## src/hdl/assert_macros.svh

```systemverilog
// Assertion helpers shared by the RTL files of the rotation unit.
// Each macro expects signals named clk and rst_n in the using module.
`ifndef ASSERT_MACROS_SVH
`define ASSERT_MACROS_SVH

// Checks a condition at every clock edge outside reset.
`define RPA_ASSERT(lbl, cond, msg) \
    lbl: assert property (@(posedge clk) disable iff (!rst_n) (cond)) else $error(msg);

// Checks that a trigger is followed by a condition in the next cycle.
`define RPA_ASSERT_NEXT(lbl, trig, cond, msg) \
    lbl: assert property (@(posedge clk) disable iff (!rst_n) (trig) |=> (cond)) else $error(msg);

`endif

```

## src/hdl/rpa_pkg.sv

```systemverilog
// ----------------------------------------------------------------------------
// rpa_pkg
// Shared types and constants for the axis-angle point rotation unit.
// ----------------------------------------------------------------------------
`timescale 1ns / 1ps

package rpa_pkg;

    // Number of CORDIC micro-rotations, one pipeline stage each (8 to 24).
    localparam int CORDIC_STAGES = 16;

    // Width of the CORDIC x, y and z datapath (Q2.30 with headroom).
    localparam int CW = 34;

    // Start value of x, the limit of the inverse CORDIC gain in Q2.30.
    localparam logic signed [CW-1:0] CORDIC_START = 34'sh026DD3B6A;

    // One in Q2.30.
    localparam logic signed [CW:0] ONE_Q30 = 35'sh040000000;

    typedef logic signed [CW-1:0] cval_t;
    typedef logic signed [32:0]   off_t;
    typedef logic signed [31:0]   coord_t;
    typedef logic signed [15:0]   axis_t;

    // Per-item data that travels beside the CORDIC pipeline.
    typedef struct packed {
        off_t   d_x;
        off_t   d_y;
        off_t   d_z;
        coord_t c_x;
        coord_t c_y;
        coord_t c_z;
        axis_t  a_x;
        axis_t  a_y;
        axis_t  a_z;
    } side_t;

    // Arctangent of 2^-i as a fraction of a turn, scaled by 2^32.
    function automatic cval_t atan_at(input int idx);
        cval_t v;
        unique case (idx)
            0:  v = 34'sh020000000;
            1:  v = 34'sh012E4051E;
            2:  v = 34'sh009FB385B;
            3:  v = 34'sh0051111D4;
            4:  v = 34'sh0028B0D43;
            5:  v = 34'sh00145D7E1;
            6:  v = 34'sh000A2F61E;
            7:  v = 34'sh000517C55;
            8:  v = 34'sh00028BE53;
            9:  v = 34'sh000145F2F;
            10: v = 34'sh0000A2F98;
            11: v = 34'sh0000517CC;
            12: v = 34'sh000028BE6;
            13: v = 34'sh0000145F3;
            14: v = 34'sh00000A2FA;
            15: v = 34'sh00000517D;
            16: v = 34'sh0000028BE;
            17: v = 34'sh00000145F;
            18: v = 34'sh000000A30;
            19: v = 34'sh000000518;
            20: v = 34'sh00000028C;
            21: v = 34'sh000000146;
            22: v = 34'sh0000000A3;
            23: v = 34'sh000000051;
            default: v = '0;
        endcase
        return v;
    endfunction

endpackage

```

## src/hdl/rpa_cordic.sv

```systemverilog
// ----------------------------------------------------------------------------
// rpa_cordic
// Pipelined rotation-mode CORDIC giving cosine and sine of a binary angle.
// ----------------------------------------------------------------------------
`timescale 1ns / 1ps
`include "assert_macros.svh"

module rpa_cordic (
    input  logic                  clk,
    input  logic                  rst_n,
    input  logic                  en,
    input  logic [15:0]           angle,
    output rpa_pkg::cval_t        cos_raw,
    output rpa_pkg::cval_t        sin_raw,
    output logic                  neg
);

    localparam int N = rpa_pkg::CORDIC_STAGES;

    rpa_pkg::cval_t x_reg [0:N];
    rpa_pkg::cval_t y_reg [0:N];
    rpa_pkg::cval_t z_reg [0:N];
    logic           neg_reg [0:N];

    rpa_pkg::cval_t x_next [0:N];
    rpa_pkg::cval_t y_next [0:N];
    rpa_pkg::cval_t z_next [0:N];

    logic [31:0]        u_raw;
    logic [31:0]        u_fold;
    logic signed [31:0] z_raw;
    logic               fold;

    // Fold angles beyond a quarter turn by half a turn.
    always_comb
    begin
        u_raw  = {angle, 16'h0000};
        z_raw  = $signed(u_raw);
        fold   = (z_raw > 32'sh40000000) || (z_raw < -32'sh40000000);
        u_fold = fold ? (u_raw ^ 32'h80000000) : u_raw;
        x_next[0] = rpa_pkg::CORDIC_START;
        y_next[0] = '0;
        z_next[0] = rpa_pkg::CW'($signed(u_fold));
    end

    always_ff @(posedge clk)
    begin
        if (en)
        begin
            x_reg[0]   <= x_next[0];
            y_reg[0]   <= y_next[0];
            z_reg[0]   <= z_next[0];
            neg_reg[0] <= fold;
        end
    end

    // One micro-rotation per stage.
    for (genvar i = 0; i < N; i++)
    begin : g_stage
        always_comb
        begin
            if (!z_reg[i][rpa_pkg::CW-1])
            begin
                x_next[i+1] = x_reg[i] - (y_reg[i] >>> i);
                y_next[i+1] = y_reg[i] + (x_reg[i] >>> i);
                z_next[i+1] = z_reg[i] - rpa_pkg::atan_at(i);
            end
            else
            begin
                x_next[i+1] = x_reg[i] + (y_reg[i] >>> i);
                y_next[i+1] = y_reg[i] - (x_reg[i] >>> i);
                z_next[i+1] = z_reg[i] + rpa_pkg::atan_at(i);
            end
        end

        always_ff @(posedge clk)
        begin
            if (en)
            begin
                x_reg[i+1]   <= x_next[i+1];
                y_reg[i+1]   <= y_next[i+1];
                z_reg[i+1]   <= z_next[i+1];
                neg_reg[i+1] <= neg_reg[i];
            end
        end
    end

    assign cos_raw = x_reg[N];
    assign sin_raw = y_reg[N];
    assign neg     = neg_reg[N];

    // The folded start angle must lie within a quarter turn.
    `RPA_ASSERT(a_fold_range, (z_next[0] <= 34'sh040000000) && (z_next[0] >= -34'sh040000000), "folded angle out of range")

endmodule

```

## config.mk

```make
export PLATFORM = sky130hd
export DESIGN_NAME = rpa_cordic
export DESIGN_NICKNAME = d
export VERILOG_FILES = /design/src/hdl/rpa_pkg.sv /design/src/hdl/rpa_cordic.sv
export VERILOG_INCLUDE_DIRS = /design/src /design/src/hdl
export SDC_FILE = /design/constraint.sdc
export NUM_CORES = 2
export LEC_CHECK = 0
export BUFFER_PORTS_ARGS = -buffer_cell sky130_fd_sc_hd__buf_2
export CAP_MARGIN = 10
export CORE_MARGIN = 5
export CORE_UTILIZATION = 65
export CTS_BUF_LIST = sky130_fd_sc_hd__clkbuf_8
export CTS_CLUSTER_DIAMETER = 200
export DETAILED_ROUTE_END_ITERATION = 8
export GPL_TIMING_DRIVEN = 0
export PLACE_DENSITY = 0.87
export SKIP_LAST_GASP = 1
export SLEW_MARGIN = 10
export SYNTH_ARGS = -nofsm -noshare
export SYNTH_HDL_FRONTEND = slang
export SYNTH_SLANG_ARGS = --single-unit
```

## constraint.sdc

```tcl
create_clock -name clk -period 12.2 [get_ports clk]
set_input_delay 1.83 -clock clk [delete_from_list [all_inputs] [get_ports clk]]
set_output_delay 1.83 -clock clk [all_outputs]
set_load 0.05 [all_outputs]
```

==> results.py <==
metrics = {
    "worst_setup_path": {
        "crit_type": "reg2reg",
        "r2r-start": "z_reg[0][305]",
        "arrival_ns": 7.34,
        "r2r_end": "y_reg[9][30]",
        "reg2reg_depth": 17,
        "path_max_fanout": 25,
        "ff2ff_setup_slack_ns": 5.58,
        "worstSetupEndpoint": "y_reg[9][30]",
        "cp-start-kind": "register",
        "crit_start": "z_reg[0][305]",
        "required_ns": 12.92,
        "worstSetupEndpointType": "register",
    },
    "global_routing": {
        "grt_use_total_pct": 31.2,
        "use_met1_pct": 39.1,
        "met2_usage_pct": 53.9,
        "first_global_vias": 95143,
        "antenna_found_initial": 6,
        "grt_pass1_wl_um": 494000,
        "top_usage_layer": "met2",
        "grt-ovfl-total": 0,
        "grt_max_degree": 181,
        "grtUsageMet3_pct": 4.82,
    },
    "floorplanning": {
        "rows": 158,
        "dieArea_um2": 194000,
        "dieHeight_um": 441,
        "io-pin-count": 88,
        "core_region_area_um2": 185000,
        "initial_core_util_pct": 65.2,
        "die_w_um": 441,
    },
    "route": {
        "first_iter_violations": 7638,
        "drt_wl_total_um": 311000,
        "antenna_left": 0,
        "drtPass1Iterations": 7,
        "wl_per_cell_um": 20.1,
        "route.detailed.drc": 0,
        "vias_per_cell": 6.30,
        "vias": 97346,
    },
    "synthesis": {
        "syn-instance-count": 12403,
        "ys_top_cells_by_count": "edfxtp_1 (1,460), a21oi_1 (1,406), ha_1 (1,376)",
        "async_flop_share_pct": 0,
        "synth_flop_cell": "edfxtp_1",
        "synth_area_um2": 121000,
        "syn_nets": 13840,
        "synth_cell_types": 104,
        "yosysSeqAreaShare_pct": 36.3,
        "syn_area_per_cell_um2": 9.73,
        "ys_warn_count": 0,
        "synth-seq-cells": 1460,
        "yosysMostFrequentCell": "edfxtp_1",
        "synth_top_area_share_pct": 36.3,
        "yosys-top-cells-area": "edfxtp_1 (36%), ha_1 (14%), xnor2_1 (8.8%)",
        "synth_top_area_cell": "edfxtp_1",
        "synth_edf_count": 1460,
    },
    "cells_and_area": {
        "fillers": 13902,
        "area_growth_pct": 7.33,
        "drive_gt1_share_pct": 5.06,
        "largest_reg_flops": 511,
        "nets": 14221,
        "design_area_um2": 130000,
    },
    "place": {
        "portBuffers": 86,
        "dpl_cell_area_um2": 125000,
        "hpwl_um": 245000,
        "gp_congestion": 0.987,
        "post-place-ws_ns": 5.40,
    },
    "timing": {
        "fmax_mhz": 151,
        "min_period_over_period_pct": 54.2,
        "fin_skew_ns": 0.0406,
        "worst_pin_slew_ns": 1.24,
        "setup-violations-final": 0,
        "hold_viol": 0,
        "rsz0062_at_grt": "false",
        "relSlewSlack_pct": 17.3,
        "final.setup.tns_ns": 0,
        "slew_viol_final": 0,
        "fin_crit_ns": 6.62,
        "fin_ws_ns": 5.58,
    },
    "clock_tree": {
        "clockRootBuffer": "clkbuf_8",
        "cts_max_level": 5,
        "cts_setup_buffers": 0,
        "clk_pin_slew_ns": 0.06,
        "clock_path_buffers": 4,
        "cts_num_sinks": 1460,
        "clk_latency_ns": 1.03,
        "holdBufCountCts": 0,
        "cts_resized": 0,
        "cts_buffers": 281,
        "cts_tree": "built",
    },
    "min_path": {
        "worstHoldPathType": "reg2reg",
    },
    "job": {
        "max-cap-violations": 0,
    },
    "status": {
        "status": "finished, final reports clean",
    },
}
-- area by class of cell --
| type | instances | area [um2] | area share, % |
|---|---|---|---|
| clock inverters | 186 | 1010 | 0.781 |
| repair buffers | 98 | 768 | 0.593 |
| multi-input cells | 10221 | 74100 | 57.2 |
| flip-flops and latches | 1460 | 43800 | 33.8 |
| plain buffers | 167 | 634 | 0.490 |
| inverters | 555 | 2080 | 1.61 |
| clock buffers | 286 | 3940 | 3.04 |
| well taps | 2480 | 3100 | 2.40 |
| diodes | 7 | 17.5 | 0.0135 |
-- through the flow --
step	instances	hold WS, ns	utilization (%)
after floorplan	12403	0.400	-
after global placement	14969	0.403	67.1
after detailed placement	14979	0.405	67.3
after CTS	15451	0.415	70.0
after global routing	15457	0.426	70.0
final	15460	0.413	70.0
-- placed cells by master, fill, tap and decap left out, types with 194 or more instances in the layout --
master / count
nand3_1: 194
nand2_1: 547
xor2_1: 606
edfxtp_1: 1460
a21o_1: 610
nor3_1: 318
ha_1: 1376
o21ai_0: 526
nor2_1: 1104
o21a_1: 215
clkbuf_8: 286
inv_1: 614
a21oi_1: 1406
xnor2_1: 1211
-- routing by layer --
metal	share of wire, %	up-vias
li1	-	46802
met1	41	46214
met2	48	3506
met3	6.4	818
met4	4.4	6
met5	0.014	-
-- worst min-delay path by stage --
stage | startpoint | endpoint | slack, ns | depth (start not counted)
floorplan | neg_reg[9] | neg_reg[10] | 0.40 | 0
global placement | neg_reg[15] | neg_reg[16] | 0.40 | 0
detailed placement | z_reg[0][342] | z_reg[0][376] | 0.40 | 0
CTS | z_reg[0][375] | z_reg[0][409] | 0.42 | 0
global route | z_reg[0][342] | z_reg[0][376] | 0.43 | 0
finish | z_reg[0][20] | z_reg[0][54] | 0.41 | 0
-- logic make-up (layout without fill, tap and decap cells) --
family,count (synthesis),in the layout,share of synthesized area [%]
xor+xnor,1817,1817,13.2
mux,120,120,1.06
fa+ha+maj,1418,1418,15.0
other cells,0,7,0
simple gates,3139,3139,12.6
compound gates,3727,3727,19.6
buf+inv,722,1292,2.25
flops,1460,1460,36.3
-- critical path: stages (launching register included) --
cell      delay [ns]
edfxtp_1        0.66
clkbuf_1        0.91
clkbuf_1        0.62
inv_2           0.52
o21ai_0         0.24
xor2_1          0.10
ha_1            0.38
o21a_1          0.14
o21ai_0         0.09
or2_2           0.30
a21oi_1         0.31
o221ai_2        0.21
o21ai_1         0.38
a211o_1         0.24
o211ai_1        0.12
a21boi_1        0.36
a21oi_1         0.14
xnor2_1         0.58
Power is left out: the tool's default activity adds up to more than one toggle a clock period on the data nets, which glitch-free logic cannot reach.
